$ cat config.mk
export PLATFORM = sky130hd
export DESIGN_NAME = tam_ctl
export DESIGN_NICKNAME = d
export VERILOG_FILES = /design/src/hw/rtl/tam_pkg.sv /design/src/hw/rtl/tam_ctl.sv
export SDC_FILE = /design/constraint.sdc
export NUM_CORES = 1
export LEC_CHECK = 0
export CORE_AREA = 4 4 41 43
export DETAILED_ROUTE_END_ITERATION = 10
export DIE_AREA = 0 0 45 47
export DONT_BUFFER_PORTS = 1
export PLACE_DENSITY = 0.34
export SKIP_CTS_REPAIR_TIMING = 1
export SLEW_MARGIN = 20
export SYNTH_ARGS = -nofsm -noshare
export SYNTH_HDL_FRONTEND = slang
export SYNTH_SLANG_ARGS = --single-unit
$ cat constraint.sdc
create_clock -name i_clk -period 2.2 [get_ports i_clk]
set_input_delay 0.44 -clock i_clk [delete_from_list [all_inputs] [get_ports i_clk]]
set_output_delay 0.44 -clock i_clk [all_outputs]
set_load 0.05 [all_outputs]
$ cat src/hw/rtl/tam_pkg.sv
`timescale 1ns / 1ps
package tam_pkg;

    localparam int DATA_W        = 32;
    localparam int MED_W         = 33;
    localparam int MEAN_W        = 34;
    localparam int MAX_ITEMS_DEF = 64;

    // controller -> datapath
    typedef struct packed {
        logic accept;   // take input beat, start insertion
        logic cmp;      // one insertion shift step
        logic put;      // drop sample into slot zero
        logic med_a;    // read upper middle entry
        logic med_b;    // latch upper middle, read lower middle
        logic med_c;    // form median of current set
        logic out_load; // load result register, clear batch
    } t_cmd;

    // datapath -> controller
    typedef struct packed {
        logic in_full;  // target set of the input beat is full
        logic in_zero;  // target set of the input beat is empty
        logic in_last;
        logic gt;       // stored entry above the sample: keep shifting
        logic j_one;    // insertion slot has reached one
        logic last;
        logic set;      // set whose median is being formed
        logic out_free;
    } t_stat;

endpackage

$ cat src/hw/rtl/tam_ctl.sv
`timescale 1ns / 1ps
module tam_ctl (
    input  logic          i_clk,
    input  logic          i_rst_n,
    input  logic          i_valid,
    output logic          o_ready,
    input  tam_pkg::t_stat i_stat,
    output tam_pkg::t_cmd  o_cmd
);
    import tam_pkg::*;

    localparam logic [2:0] S_IDLE = 3'd0;
    localparam logic [2:0] S_CMP  = 3'd1;
    localparam logic [2:0] S_PUT  = 3'd2;
    localparam logic [2:0] S_MA   = 3'd3;
    localparam logic [2:0] S_MB   = 3'd4;
    localparam logic [2:0] S_MC   = 3'd5;
    localparam logic [2:0] S_MD   = 3'd6;

    logic [2:0] r_state;
    logic [2:0] n_state;

    always_comb begin
        o_cmd   = '0;
        n_state = r_state;
        unique case (r_state)
            S_IDLE: begin
                if (i_valid) begin
                    o_cmd.accept = 1'b1;
                    if (i_stat.in_full || i_stat.in_zero) begin
                        n_state = i_stat.in_last ? S_MA : S_IDLE;
                    end else begin
                        n_state = S_CMP;
                    end
                end
            end
            S_CMP: begin
                o_cmd.cmp = 1'b1;
                if (!i_stat.gt) begin
                    n_state = i_stat.last ? S_MA : S_IDLE;
                end else if (i_stat.j_one) begin
                    n_state = S_PUT;
                end
            end
            S_PUT: begin
                o_cmd.put = 1'b1;
                n_state   = i_stat.last ? S_MA : S_IDLE;
            end
            S_MA: begin
                o_cmd.med_a = 1'b1;
                n_state     = S_MB;
            end
            S_MB: begin
                o_cmd.med_b = 1'b1;
                n_state     = S_MC;
            end
            S_MC: begin
                o_cmd.med_c = 1'b1;
                n_state     = i_stat.set ? S_MD : S_MA;
            end
            S_MD: begin
                if (i_stat.out_free) begin
                    o_cmd.out_load = 1'b1;
                    n_state        = S_IDLE;
                end
            end
            default: n_state = S_IDLE;
        endcase
    end

    always_ff @(posedge i_clk) begin
        if (!i_rst_n) begin
            r_state <= S_IDLE;
        end else begin
            r_state <= n_state;
        end
    end

    assign o_ready = (r_state == S_IDLE);
endmodule

==> results.md <==
* Tcrit/Tclk final at 0.841
* P_sw at 0.150 mW
* Mapped Area at 318 µm²
* Yosys warning total at 0
* CTS sink count at 3
* Clock power frac at 0.278
* Largest family of logic cells by synthesized area: simple AND/OR/NAND/NOR gates
* Area Growth Syn to Fin at 24.8%
* Final Instance Count excl. Fillers at 60
* Commonest cells in the netlist: dfxtp_1, nand2_1
* Pin count of the biggest net entering global routing at 14
* DP Area at 370 µm²
* Fraction of registers with async set/reset at 0
* Worst-Skew Late Latency at 0.23 ns
* Share of cells above drive strength 1 at 0.356
* Number of CTS-inserted buffers at 3
* Post-Syn Instances at 38
* Row count at 13
* Grt total ovfl at 0
* Share of the synthesized area in the top cell type at 0.189
* Hold slack at 0.319 ns
* Design Area, Final at 397 µm²
* CTS tree: built
* Clk pin slew, worst setup/hold paths at 0.04 ns
* Setup TNS Final at 0 ns
* Status: complete, no violations
* Fmax at 0.541 GHz
* Synth Area per Inst at 8.36 µm²
* Largest Register: r_state
* Total internal power at 0.197 mW
* Worst setup margin at 0.350 ns
* Reg power frac at 0.237
* WHS Path Cells at 1
* Switching portion of total power at 0.432
* Complex-gate fraction of the synthesized area at 0.256
* Final hold vios at 0
* Type of the worst setup path: reg -> out
* Post-Syn Nets at 49
* Layout Skew at 0.00325 ns
* Comb pwr share at 0.485
* Post-synthesis mux area share at 0
* Initial antenna violation count at 0
* Yosys reg bits at 3
* GP Congestion at 0.645
* Clk buf depth at 2
* DR pass1 iterations at 1
* DR WL/cell at 13.2 µm
* Tot GR Track Use at 0.0915
* Simple-gate share of the synthesized area at 0.492
* Vias in the first global route at 336
* Maximum fanout along the worst path at 13
* Max IR drop VDD at 0.000299 V
* Top flop regs: r_state: 3 flops
* Post-synthesis sequential area ratio at 0.189
* CP required at 1.76 ns
* Worst Setup End Kind: primary output
* Full die area at 0.00212 mm²
* First-pass GRT wire length at 1.40 mm
* Startpoint Class: register
* Final worst path period need at 1.85 ns
* DR DRC count at 0
* XOR/XNOR Fraction of Synth Area at 0
* Routed vias at 298
* HPWL Detailed at 633 µm
* Fillers at 148
* Synth area leader: dfxtp_1
* Post-synth EDFFs at 0
* Antenna Nets Post-Route at 0
* H-tree Lvls at 1
* Hold WC Path Type: in -> reg
* Fin util at 0.305
* Max FFs per register at 3
* N_diodes at 0
* # setup viols final at 0
* Initial DRC Count at 0
* Dpl cells at 56
* Fin nets at 57
* Area share of fa/ha/maj cells after synthesis at 0
* CP Data Arrival Time at 1.41 ns
* Main area contributors after synthesis: dfxtp_1, nor3b_2, o32ai_2, and2b_1, nand3b_1
* Post-synth cell types at 27
* Die height at 47 µm
* Pwr dens at 877 mW/mm²
* Setup repair after global routing missed its margin: no
* DR vias/cell at 4.97
* Total power at 0.348 mW
* Wirelength, routed at 791 µm
* Slew Limit Fails at 0
* Setup WS pre-CTS at 0.588 ns
* PortBufs at 0
* Initial Utilization at 0.244
* Ys flop type: dfxtp_1
* Worst-Margin Slew at 0.492 ns
* Core area at 0.00130 mm²
* Leakage power at 0.160 nW
* Reg2reg path depth at 5
* Slew Limit Headroom at 0.675
* # IOs at 19
* Maxcap violations at 0
* Clk Tree Root Cell: clkbuf_4
* Die width at 45 µm
-- layout make-up --
cell class | instances | area [µm²] | share of cell area
inverter | 1 | 3.75 | 0.00946
tap | 15 | 18.8 | 0.0473
timing repair buffer | 5 | 50.0 | 0.126
clock buffer | 4 | 26.3 | 0.0662
sequential | 3 | 60.1 | 0.151
multi-input combinational | 32 | 238 | 0.599
-- kinds of logic (layout without fill, tap and decap cells) --
family | after synthesis | after routing
AO/OA/AOI/OAI | 10 | 10
AND/OR/NAND/NOR | 22 | 22
buffers and inverters | 3 | 10
flip-flops | 3 | 3
-- worst paths after layout --
check	start	to	slack (ns)
hold / removal	i_stat[0]	r_state[1]	0.32
setup reg to reg	r_state[1]	r_state[1]	0.71
hold reg to reg	r_state[1]	r_state[1]	0.68
setup / recovery	r_state[1]	o_cmd[1]	0.35
-- power groups by stage --
stage / Sequential, mW / Clock (mW) / Combinational, mW
after floorplan: 0.0719 / 0 / 0.135
after global routing: 0.0852 / 0.106 / 0.182
final: 0.0823 / 0.0968 / 0.169
after global placement: 0.0822 / 0 / 0.171
after CTS: 0.0823 / 0.102 / 0.171
after detailed placement: 0.0836 / 0 / 0.171
-- critical path, stage by stage, from the launching register on --
cell and delay (ns):
dfxtp_1 0.43, and2b_1 0.30, and2_1 0.45
-- cell usage in the layout (no fill, tap or decap) --
cell type,instances
and2_1,2
nor2_1,1
o2bb2ai_1,1
o32ai_2,1
buf_12,1
inv_1,1
nor3b_2,2
and2b_2,1
and3b_2,1
o21ai_1,2
clkbuf_4,3
nor2b_1,2
nor3_2,1
o21ai_0,1
nor4_1,1
nand3b_1,2
o21a_1,2
and2b_1,2
clkbuf_1,1
and3_2,1
a21oi_1,1
a211oi_2,1
nor3_1,1
nand2_1,3
o311ai_1,1
buf_4,4
and3_1,1
dfxtp_1,3
nor3b_1,1
-- per-layer routing --
metal,part of all wire,routed length (µm),vias up,track usage
met3,0.11,84,0,0.0383
met5,0,0,-,0
met1,0.45,352,133,0.111
met4,0,0,0,0.0702
li1,-,-,154,-
met2,0.45,355,11,0.127
Power figures use the tool's default switching activity.
